==> src/rtl/wsd_pkg.sv <==
package wsd_pkg;

  // Largest accepted payload length is 2^min(LengthWidth,32) - 1 bytes.
  localparam int unsigned LengthWidth = 32;
  localparam int unsigned LenCheckShift = (LengthWidth >= 32) ? 32 : LengthWidth;

  localparam logic [7:0] FirstText   = 8'h81;
  localparam logic [7:0] FirstBinary = 8'h82;
  localparam logic [6:0] Len16Code   = 7'd126;
  localparam logic [6:0] Len64Code   = 7'd127;

  // header byte counts before the mask key
  localparam logic [3:0] HeadShort = 4'd2;
  localparam logic [3:0] Head16    = 4'd4;
  localparam logic [3:0] Head64    = 4'd10;
  localparam logic [3:0] Ext64Len  = 4'd8;
  localparam logic [3:0] UpperLen  = 4'd4;
  localparam logic [3:0] MaskBytes = 4'd4;

  typedef enum logic [2:0] {
    PH_FIRST,
    PH_LEN,
    PH_EXT,
    PH_MASK,
    PH_PAYLOAD
  } phase_e;

  typedef enum logic [1:0] {
    KIND_PAYLOAD   = 2'd0,
    KIND_HEADER    = 2'd1,
    KIND_BAD_FIRST = 2'd2,
    KIND_TOO_LONG  = 2'd3
  } kind_e;

  typedef struct packed {
    kind_e       kind;
    logic [7:0]  payload_byte;
    logic [31:0] payload_length;
    logic [3:0]  header_size;
    logic [32:0] packet_size;
    logic        is_binary;
    logic        last;
  } res_t;

endpackage

==> src/rtl/wsd_in_reg.sv <==
module wsd_in_reg import wsd_pkg::*; (
  input  logic       clk_i,
  input  logic       rst_ni,
  input  logic       in_valid_i,
  input  logic [7:0] in_byte_i,
  output logic       in_stall_o,
  input  logic       take_i,
  output logic       vld_o,
  output logic [7:0] byte_o
);

  logic       vld_q, vld_d;
  logic [7:0] byte_q, byte_d;
  logic       load;

  assign in_stall_o = vld_q && !take_i;
  assign load       = in_valid_i && !in_stall_o;

  always_comb begin
    vld_d  = load ? 1'b1 : (take_i ? 1'b0 : vld_q);
    byte_d = load ? in_byte_i : byte_q;
  end

  always_ff @(posedge clk_i or negedge rst_ni) begin
    if (!rst_ni) begin
      vld_q <= 1'b0;
    end else begin
      vld_q <= vld_d;
    end
  end

  always_ff @(posedge clk_i) begin
    byte_q <= byte_d;
  end

  assign vld_o  = vld_q;
  assign byte_o = byte_q;

endmodule

==> src/rtl/wsd_core.sv <==
module wsd_core import wsd_pkg::*; (
  input  logic       clk_i,
  input  logic       rst_ni,
  input  logic       take_i,
  input  logic [7:0] byte_i,
  output logic       res_valid_o,
  output res_t       res_o
);

  phase_e      phase_q, phase_d;
  logic [3:0]  ext_cnt_q, ext_cnt_d;
  logic [31:0] len_acc_q, len_acc_d;
  logic        upper_nz_q, upper_nz_d;
  logic [31:0] mask_key_q, mask_key_d;
  logic [31:0] left_q, left_d;
  logic [1:0]  mask_idx_q, mask_idx_d;
  logic        bin_q, bin_d;
  logic [3:0]  head_q, head_d;

  logic [6:0]  len7;
  logic [3:0]  ext_total;
  logic [3:0]  cnt_inc;
  logic [3:0]  hs;
  logic        fits;
  logic        too_long;
  logic [31:0] left_dec;
  logic [7:0]  mask_byte;

  assign len7      = byte_i[6:0];
  assign ext_total = head_q - HeadShort;
  assign cnt_inc   = ext_cnt_q + 4'd1;
  assign hs        = head_q + MaskBytes;
  assign fits      = (len_acc_q >> LenCheckShift) == '0;
  assign too_long  = upper_nz_q || !fits;
  assign left_dec  = (left_q != '0) ? left_q - 32'd1 : left_q;

  always_comb begin
    case (mask_idx_q)
      2'd0:    mask_byte = mask_key_q[31:24];
      2'd1:    mask_byte = mask_key_q[23:16];
      2'd2:    mask_byte = mask_key_q[15:8];
      default: mask_byte = mask_key_q[7:0];
    endcase
  end

  // next state
  always_comb begin
    phase_d    = phase_q;
    ext_cnt_d  = ext_cnt_q;
    len_acc_d  = len_acc_q;
    upper_nz_d = upper_nz_q;
    mask_key_d = mask_key_q;
    left_d     = left_q;
    mask_idx_d = mask_idx_q;
    bin_d      = bin_q;
    head_d     = head_q;
    unique case (phase_q)
      PH_FIRST: begin
        if (byte_i == FirstText || byte_i == FirstBinary) begin
          bin_d      = (byte_i == FirstBinary);
          len_acc_d  = '0;
          upper_nz_d = 1'b0;
          ext_cnt_d  = '0;
          mask_key_d = '0;
          phase_d    = PH_LEN;
        end
      end
      PH_LEN: begin
        ext_cnt_d = '0;
        if (len7 == Len16Code) begin
          head_d  = Head16;
          phase_d = PH_EXT;
        end else if (len7 == Len64Code) begin
          head_d  = Head64;
          phase_d = PH_EXT;
        end else begin
          len_acc_d = {25'd0, len7};
          head_d    = HeadShort;
          phase_d   = PH_MASK;
        end
      end
      PH_EXT: begin
        // 64-bit form: first four bytes are the upper word, only checked for zero
        if (ext_total == Ext64Len && ext_cnt_q < UpperLen) begin
          if (byte_i != '0) upper_nz_d = 1'b1;
        end else begin
          len_acc_d = {len_acc_q[23:0], byte_i};
        end
        ext_cnt_d = cnt_inc;
        if (cnt_inc >= ext_total) begin
          ext_cnt_d = '0;
          phase_d   = PH_MASK;
        end
      end
      PH_MASK: begin
        mask_key_d = {mask_key_q[23:0], byte_i};
        ext_cnt_d  = cnt_inc;
        if (cnt_inc >= MaskBytes) begin
          ext_cnt_d  = '0;
          head_d     = hs;
          mask_idx_d = '0;
          if (too_long) begin
            phase_d = PH_FIRST;
          end else begin
            left_d  = len_acc_q;
            phase_d = (len_acc_q == '0) ? PH_FIRST : PH_PAYLOAD;
          end
        end
      end
      PH_PAYLOAD: begin
        mask_idx_d = mask_idx_q + 2'd1;
        left_d     = left_dec;
        if (left_dec == '0) phase_d = PH_FIRST;
      end
      default: phase_d = PH_FIRST;
    endcase
  end

  // result
  always_comb begin
    res_valid_o = 1'b0;
    res_o       = '0;
    unique case (phase_q)
      PH_FIRST: begin
        if (!(byte_i == FirstText || byte_i == FirstBinary)) begin
          res_valid_o = 1'b1;
          res_o.kind  = KIND_BAD_FIRST;
          res_o.last  = 1'b1;
        end
      end
      PH_MASK: begin
        if (cnt_inc >= MaskBytes) begin
          res_valid_o       = 1'b1;
          res_o.header_size = hs;
          res_o.is_binary   = bin_q;
          if (too_long) begin
            res_o.kind = KIND_TOO_LONG;
            res_o.last = 1'b1;
          end else begin
            res_o.kind           = KIND_HEADER;
            res_o.payload_length = len_acc_q;
            res_o.packet_size    = {1'b0, len_acc_q} + {29'd0, hs};
            res_o.last           = (len_acc_q == '0);
          end
        end
      end
      PH_PAYLOAD: begin
        res_valid_o        = 1'b1;
        res_o.kind         = KIND_PAYLOAD;
        res_o.payload_byte = byte_i ^ mask_byte;
        res_o.is_binary    = bin_q;
        res_o.last         = (left_dec == '0);
      end
      default: res_valid_o = 1'b0;
    endcase
  end

  always_ff @(posedge clk_i or negedge rst_ni) begin
    if (!rst_ni) begin
      phase_q    <= PH_FIRST;
      ext_cnt_q  <= '0;
      len_acc_q  <= '0;
      upper_nz_q <= 1'b0;
      mask_key_q <= '0;
      left_q     <= '0;
      mask_idx_q <= '0;
      bin_q      <= 1'b0;
      head_q     <= '0;
    end else if (take_i) begin
      phase_q    <= phase_d;
      ext_cnt_q  <= ext_cnt_d;
      len_acc_q  <= len_acc_d;
      upper_nz_q <= upper_nz_d;
      mask_key_q <= mask_key_d;
      left_q     <= left_d;
      mask_idx_q <= mask_idx_d;
      bin_q      <= bin_d;
      head_q     <= head_d;
    end
  end

endmodule

==> src/rtl/wsd_out_reg.sv <==
module wsd_out_reg import wsd_pkg::*; (
  input  logic        clk_i,
  input  logic        rst_ni,
  input  logic        load_i,
  input  res_t        res_i,
  output logic        free_o,
  output logic        out_valid_o,
  input  logic        out_stall_i,
  output res_t        res_o
);

  logic vld_q, vld_d;
  res_t res_q, res_d;

  assign free_o = !vld_q || !out_stall_i;

  always_comb begin
    vld_d = load_i ? 1'b1 : (free_o ? 1'b0 : vld_q);
    res_d = load_i ? res_i : res_q;
  end

  always_ff @(posedge clk_i or negedge rst_ni) begin
    if (!rst_ni) begin
      vld_q <= 1'b0;
    end else begin
      vld_q <= vld_d;
    end
  end

  always_ff @(posedge clk_i) begin
    res_q <= res_d;
  end

  assign out_valid_o = vld_q;
  assign res_o       = res_q;

endmodule

==> src/rtl/websocket_frame_deframer.sv <==
// Receive-side WebSocket deframer for single, unfragmented, masked frames. Bytes enter on
// in_byte_i with a valid/stall handshake, one word per clock at full rate: a byte is taken
// into an input register, decoded against the frame state, and any result is
// written to an output register, so throughput is one byte per clock as long as the
// output side is not stalled. A frame must open with 0x81 (final text) or
// 0x82 (final binary); any other opening byte yields a bad-first-byte word with last set and
// the block hunts for the next valid opener. After the length byte, the optional 16- or
// 64-bit extended length and the four mask key bytes, one header word gives payload length,
// header size and packet size (last is set for an empty frame). For 64-bit lengths the
// upper four bytes must be zero, otherwise a too-long word with last set replaces the
// header and the payload is not skipped. Each payload byte then comes out unmasked, the
// final one flagged with last. Header bytes before the fourth mask byte produce no output.
module websocket_frame_deframer import wsd_pkg::*; (
  input  logic        clk_i,
  input  logic        rst_ni,
  input  logic        in_valid_i,
  output logic        in_stall_o,
  input  logic [7:0]  in_byte_i,
  output logic        out_valid_o,
  input  logic        out_stall_i,
  output logic [1:0]  out_kind_o,
  output logic [7:0]  out_payload_byte_o,
  output logic [31:0] out_payload_length_o,
  output logic [3:0]  out_header_size_o,
  output logic [32:0] out_packet_size_o,
  output logic        out_is_binary_o,
  output logic        out_last_o
);

  logic       in_vld;
  logic [7:0] in_byte;
  logic       out_free;
  logic       take;
  logic       res_valid;
  res_t       res;
  res_t       out_res;

  // A buffered byte is decoded whenever the output register can take a word.
  assign take = in_vld && out_free;

  wsd_in_reg u_in_reg (
    .clk_i      (clk_i),
    .rst_ni     (rst_ni),
    .in_valid_i (in_valid_i),
    .in_byte_i  (in_byte_i),
    .in_stall_o (in_stall_o),
    .take_i     (take),
    .vld_o      (in_vld),
    .byte_o     (in_byte)
  );

  wsd_core u_core (
    .clk_i       (clk_i),
    .rst_ni      (rst_ni),
    .take_i      (take),
    .byte_i      (in_byte),
    .res_valid_o (res_valid),
    .res_o       (res)
  );

  wsd_out_reg u_out_reg (
    .clk_i       (clk_i),
    .rst_ni      (rst_ni),
    .load_i      (take && res_valid),
    .res_i       (res),
    .free_o      (out_free),
    .out_valid_o (out_valid_o),
    .out_stall_i (out_stall_i),
    .res_o       (out_res)
  );

  assign out_kind_o           = out_res.kind;
  assign out_payload_byte_o   = out_res.payload_byte;
  assign out_payload_length_o = out_res.payload_length;
  assign out_header_size_o    = out_res.header_size;
  assign out_packet_size_o    = out_res.packet_size;
  assign out_is_binary_o      = out_res.is_binary;
  assign out_last_o           = out_res.last;

  // stall only while a byte is parked in the input register
  a_stall_needs_byte: assert property (@(posedge clk_i) disable iff (!rst_ni)
    in_stall_o |-> in_vld)
    else $error("input stalled with empty input register");

  // header word sizes add up
  a_packet_size: assert property (@(posedge clk_i) disable iff (!rst_ni)
    (out_valid_o && out_kind_o == KIND_HEADER) |->
      (out_packet_size_o == {1'b0, out_payload_length_o} + {29'd0, out_header_size_o}))
    else $error("packet size mismatch");

  // error words always close the frame
  a_error_last: assert property (@(posedge clk_i) disable iff (!rst_ni)
    (out_valid_o && (out_kind_o == KIND_BAD_FIRST || out_kind_o == KIND_TOO_LONG)) |->
      out_last_o)
    else $error("error word without last");

endmodule
==> config.mk <==
export PLATFORM = sky130hd
export DESIGN_NAME = websocket_frame_deframer
export DESIGN_NICKNAME = d
export VERILOG_FILES = /design/src/rtl/wsd_pkg.sv /design/src/rtl/wsd_in_reg.sv /design/src/rtl/wsd_core.sv /design/src/rtl/wsd_out_reg.sv /design/src/rtl/websocket_frame_deframer.sv
export SDC_FILE = /design/constraint.sdc
export NUM_CORES = 1
export LEC_CHECK = 0
export BUFFER_PORTS_ARGS = -buffer_cell sky130_fd_sc_hd__buf_4
export CORE_UTILIZATION = 44
export DETAILED_ROUTE_END_ITERATION = 6
export PLACE_DENSITY_LB_ADDON = 0.1
export SKIP_CTS_REPAIR_TIMING = 1
export SLEW_MARGIN = 20
export SYNTH_ARGS = -nofsm -noshare
export SYNTH_HDL_FRONTEND = slang
export SYNTH_SLANG_ARGS = --single-unit
==> constraint.sdc <==
create_clock -name clk_i -period 6.44 [get_ports clk_i]
set_clock_uncertainty 0.05 [all_clocks]
set_input_delay 0.966 -clock clk_i [delete_from_list [all_inputs] [get_ports clk_i]]
set_output_delay 0.966 -clock clk_i [all_outputs]
set_load 0.05 [all_outputs]
==> results.txt <==
For this block, the initial DRC count from the detailed router was 587. Share of synthesized cell area in and, or, nand and nor gates: 0.203. The clock drives 199 sinks. Entering global routing, the biggest net connects 66 pins. The net count of the finished layout is 1072. From bottom edge to top edge, the die measures 153 µm. The number of synthesized flops with an enable pin works out to 87. The logs give 0 for the max capacitance violation total and 1 for the number of antenna violations at the first check in global routing. The tools report the number of global-route vias before repair as 7479. The via count normalized by instance count was 5.84; the overall power of the completed layout was 0.00538 W.

After detailed routing, the average wire length per cell comes to 19.2 µm. STA classifies the critical path startpoint as a flip-flop. The kind of critical path is reg2reg.

Post-synthesis adder-cell area fraction: 0.0162. The floorplan step defined a die boundary enclosing 23400 µm². For the via total after detailed routing, the log shows 7819. The number of antenna repair diodes was 0. The mux cell area share after synthesis works out to 0.00436. In the routed design, unresolved DRC markers number 0.

The tools report the nature of the critical path endpoint as a flip-flop. Fraction of registers with async set/reset: 0.563. The clock slew seen by the registers of the worst setup and hold paths was 0.08 ns; the number of iterations in the first detailed-routing pass was 5. The number of flip-flops and latches in the synthesized netlist was 199; the required arrival time at the worst endpoint was 6.67 ns. VDD sags by at most 259 µV. Of all cell types, the one taking the most synthesized area is sky130_fd_sc_hd__dfrtp_1.

After synthesis the cells add up to 10000 µm². The global-route wire length before repair is 41.5 mm, and the overall die width is 153 µm. Static timing analysis puts the maximum clock frequency at 302 MHz.

Port buffering added 93 buffers. The parity-gate share of the synthesized area counting xor and xnor cells is 0.0384. TritonCTS built the clock tree. The logs give 95 for the number of placed I/O pins and 0.540 for the sequential cell area fraction in the yosys report. After routing the design area is 11400 µm². Proportion of layout cells with a drive suffix above 1: 0.154. For the number of core rows, the log shows 54. The number of instances in the placed design came out at 1308. For the global-route usage over all layers, the log shows 0.225. From synthesis to final layout, the design area changed by 13.7%. The clock reaches the later pin of the worst-skew pair after 0.44 ns. The max-slew headroom at the worst pin came out at 0.268. Average instance area after synthesis: 9.92 µm².

Power spread over the standard cell area amounts to 471 nW/µm². In the synthesized netlist, the number of instances is 1012. During synthesis, Yosys emitted a total of 0 warnings. For the finished layout, the period the worst path requires is 3.31 ns. For the filler-free cell count of the finished design, the log shows 1340. The main flop type after synthesis is sky130_fd_sc_hd__dfrtp_1.

Summed over all failing endpoints, the final setup total negative slack is 0 ns. Measured in cells, the most critical reg-to-reg path has a length of 9. At the pin with the least slew margin, the transition time is 1.10 ns. The netlist uses 68 different library cells.

The final antenna-violating net count is 0, and the number of buffers created by CTS is 17. The arrival time of data at the critical path endpoint was 3.55 ns. The ratio of final minimum period to clock period works out to 0.515. Ranked by total cell area, the synthesized netlist is headed by sky130_fd_sc_hd__dfrtp_1 (28%), sky130_fd_sc_hd__edfxtp_1 (26%), sky130_fd_sc_hd__nand2_1 (5.2%), sky130_fd_sc_hd__o21ai_0 (4.4%), sky130_fd_sc_hd__nor2_1 (3.4%). The maximum fanout encountered on the critical timing path is 10, and the number of levels in the clock H-tree is 4.

The tools report the CTS root buffer as sky130_fd_sc_hd__clkbuf_16. The run gives 10800 µm² as the post-placement cell area. The flow ran to the end, and the final reports show no timing, DRC or antenna violations.

The share of the synthesized area in compound gates (AO/OA/AOI/OAI) came out at 0.156. No sink is reached through more buffers than the 2 on the longest clock path. In this run the static leakage power is 4.47 nW.

The final hold violation count is 0, and the count of final max-slew check failures is 0. Setup repair after global routing left no endpoint under its margin. The run gives 22100 µm² as the standard cell core area. The last weighted congestion value of the routability-driven placer was 0.874. For this block, the routed nets add up to 25.8 mm of wire. Summed over all nets, the half-perimeter wirelength after detailed placement is 17.1 mm. The number of cells on the worst hold path works out to 1. By area, the combinational part of the netlist is dominated by simple AND/OR/NAND/NOR gates.

The area share of the largest cell type after synthesis was 0.279; the total of endpoints with negative setup slack in the final report was 0. For the final global-route overflow total, the log shows 0. The path class of the tightest hold or removal check is reg2reg.

The effective utilization at floorplan was 0.454. The number of nets in the synthesized netlist is 1037.
==> worst max-delay path: stages, from the launching register on <==
cell	delay (ns)
sky130_fd_sc_hd__dfrtp_1	0.43
sky130_fd_sc_hd__inv_1	0.11
sky130_fd_sc_hd__ha_1	0.25
sky130_fd_sc_hd__or3b_2	0.56
sky130_fd_sc_hd__nor4_4	0.53
sky130_fd_sc_hd__o211ai_1	0.22
sky130_fd_sc_hd__xnor2_1	0.21
sky130_fd_sc_hd__a2111oi_4	0.29
sky130_fd_sc_hd__nand4_1	0.28
sky130_fd_sc_hd__o21ai_1	0.22
==> cell usage in the layout, fill, tap and decap left out, types with 18 or more instances in the layout <==
master                     synthesis  layout
sky130_fd_sc_hd__a21oi_1          35      35
sky130_fd_sc_hd__a22o_1           35      35
sky130_fd_sc_hd__and3_1           33      33
sky130_fd_sc_hd__buf_4             2     105
sky130_fd_sc_hd__dfrtp_1         112     112
sky130_fd_sc_hd__edfxtp_1         87      87
sky130_fd_sc_hd__inv_1            18      18
sky130_fd_sc_hd__nand2_1         138     136
sky130_fd_sc_hd__nand3_1          24      24
sky130_fd_sc_hd__nand4_1          20      20
sky130_fd_sc_hd__nor2_1           91      88
sky130_fd_sc_hd__nor3_1           26      26
sky130_fd_sc_hd__nor4_1           23      23
sky130_fd_sc_hd__o21ai_0          89      89
sky130_fd_sc_hd__xnor2_1          28      28
==> cell type report <==
| type | count | area (µm²) |
|---|---|---|
| repair buffers | 105 | 788 |
| flip-flops and latches | 199 | 5420 |
| clock buffers | 18 | 429 |
| well taps | 280 | 350 |
| fillers | 2001 | 10700 |
| clock inverters | 14 | 134 |
| inverters | 18 | 67.6 |
| multi-input cells | 706 | 4220 |
==> power by group <==
part / internal, W / switching (W) / leakage (nW)
Combinational: 0.000717 / 0.00149 / 1.88
Sequential: 0.00172 / 0.000418 / 2.31
Clock: 0.000515 / 0.000522 / 0.274
==> layer usage <==
layer / wire length, µm / track usage
met1: 11400 / 0.300
met2: 12300 / 0.367
met3: 1430 / 0.0439
met4: 611 / 0.0789
met5: 8 / 0
==> synth_stat cells, drive strengths merged (4+ instances only) <==
cell type	number
and4	4
and3	33
nand2	139
ha	13
nor4	27
dfrtp	112
and2	9
a22oi	9
or3	10
clkbuf	77
edfxtp	87
a22o	35
a222oi	8
nor3	29
nor3b	5
o22ai	5
o31ai	6
xnor2	28
o21ai	92
o22a	5
nor2	91
nand3	24
nand2b	5
a21oi	35
o21a	4
nand4	21
or4	9
xor2	16
inv	18
o211ai	5
buf	12
==> per-stage QoR <==
| stage | setup WS, ns | hold WS, ns | util |
|---|---|---|---|
| floorplan | 1.26 | 0.416 | - |
| global placement | 3.19 | 0.438 | 0.491 |
| detailed placement | 3.19 | 0.434 | 0.491 |
| CTS | 3.18 | 0.460 | 0.516 |
| global route | 2.86 | 0.465 | 0.516 |
| finish | 3.13 | 0.457 | 0.516 |
==> worst paths after layout <==
check,from,endpoint,slack [ns]
max,u_core.left_q[0],u_out_reg.res_o[0],3.13
min,u_core.mask_key_q[26],u_core.mask_key_q[26],0.46
max reg2reg,u_core.left_q[0],u_out_reg.res_o[0],3.13
min reg2reg,u_core.mask_key_q[26],u_core.mask_key_q[26],0.46
max in group asynchronous,rst_ni,u_core.mask_key_q[3],4.54
min in group asynchronous,rst_ni,u_core.ext_cnt_q[1],0.51
==> sequential cells by signal (all words and copies together), names as in the netlist, 2 cells and up <==
signal / flops
u_core.head_q: 3
u_core.ext_cnt_q: 4
u_core.left_q: 32
u_core.mask_idx_q: 2
u_in_reg.byte_o: 8
u_out_reg.res_o: 79
u_core.phase_q: 3
u_core.len_acc_q: 32
u_core.mask_key_q: 32
==> logic make-up (layout without fill, tap and decap cells) <==
group | count (synthesis) | after routing
AOI/OAI and AO/OA | 234 | 234
xor gates and xnor gates | 44 | 44
adders and majority gates | 13 | 13
buffers and inverters | 107 | 155
DFF | 199 | 199
muxes | 4 | 4
other | 1 | 1
and+or+nand+nor | 410 | 410
No activity file was read; power rests on OpenSTA's default activity.
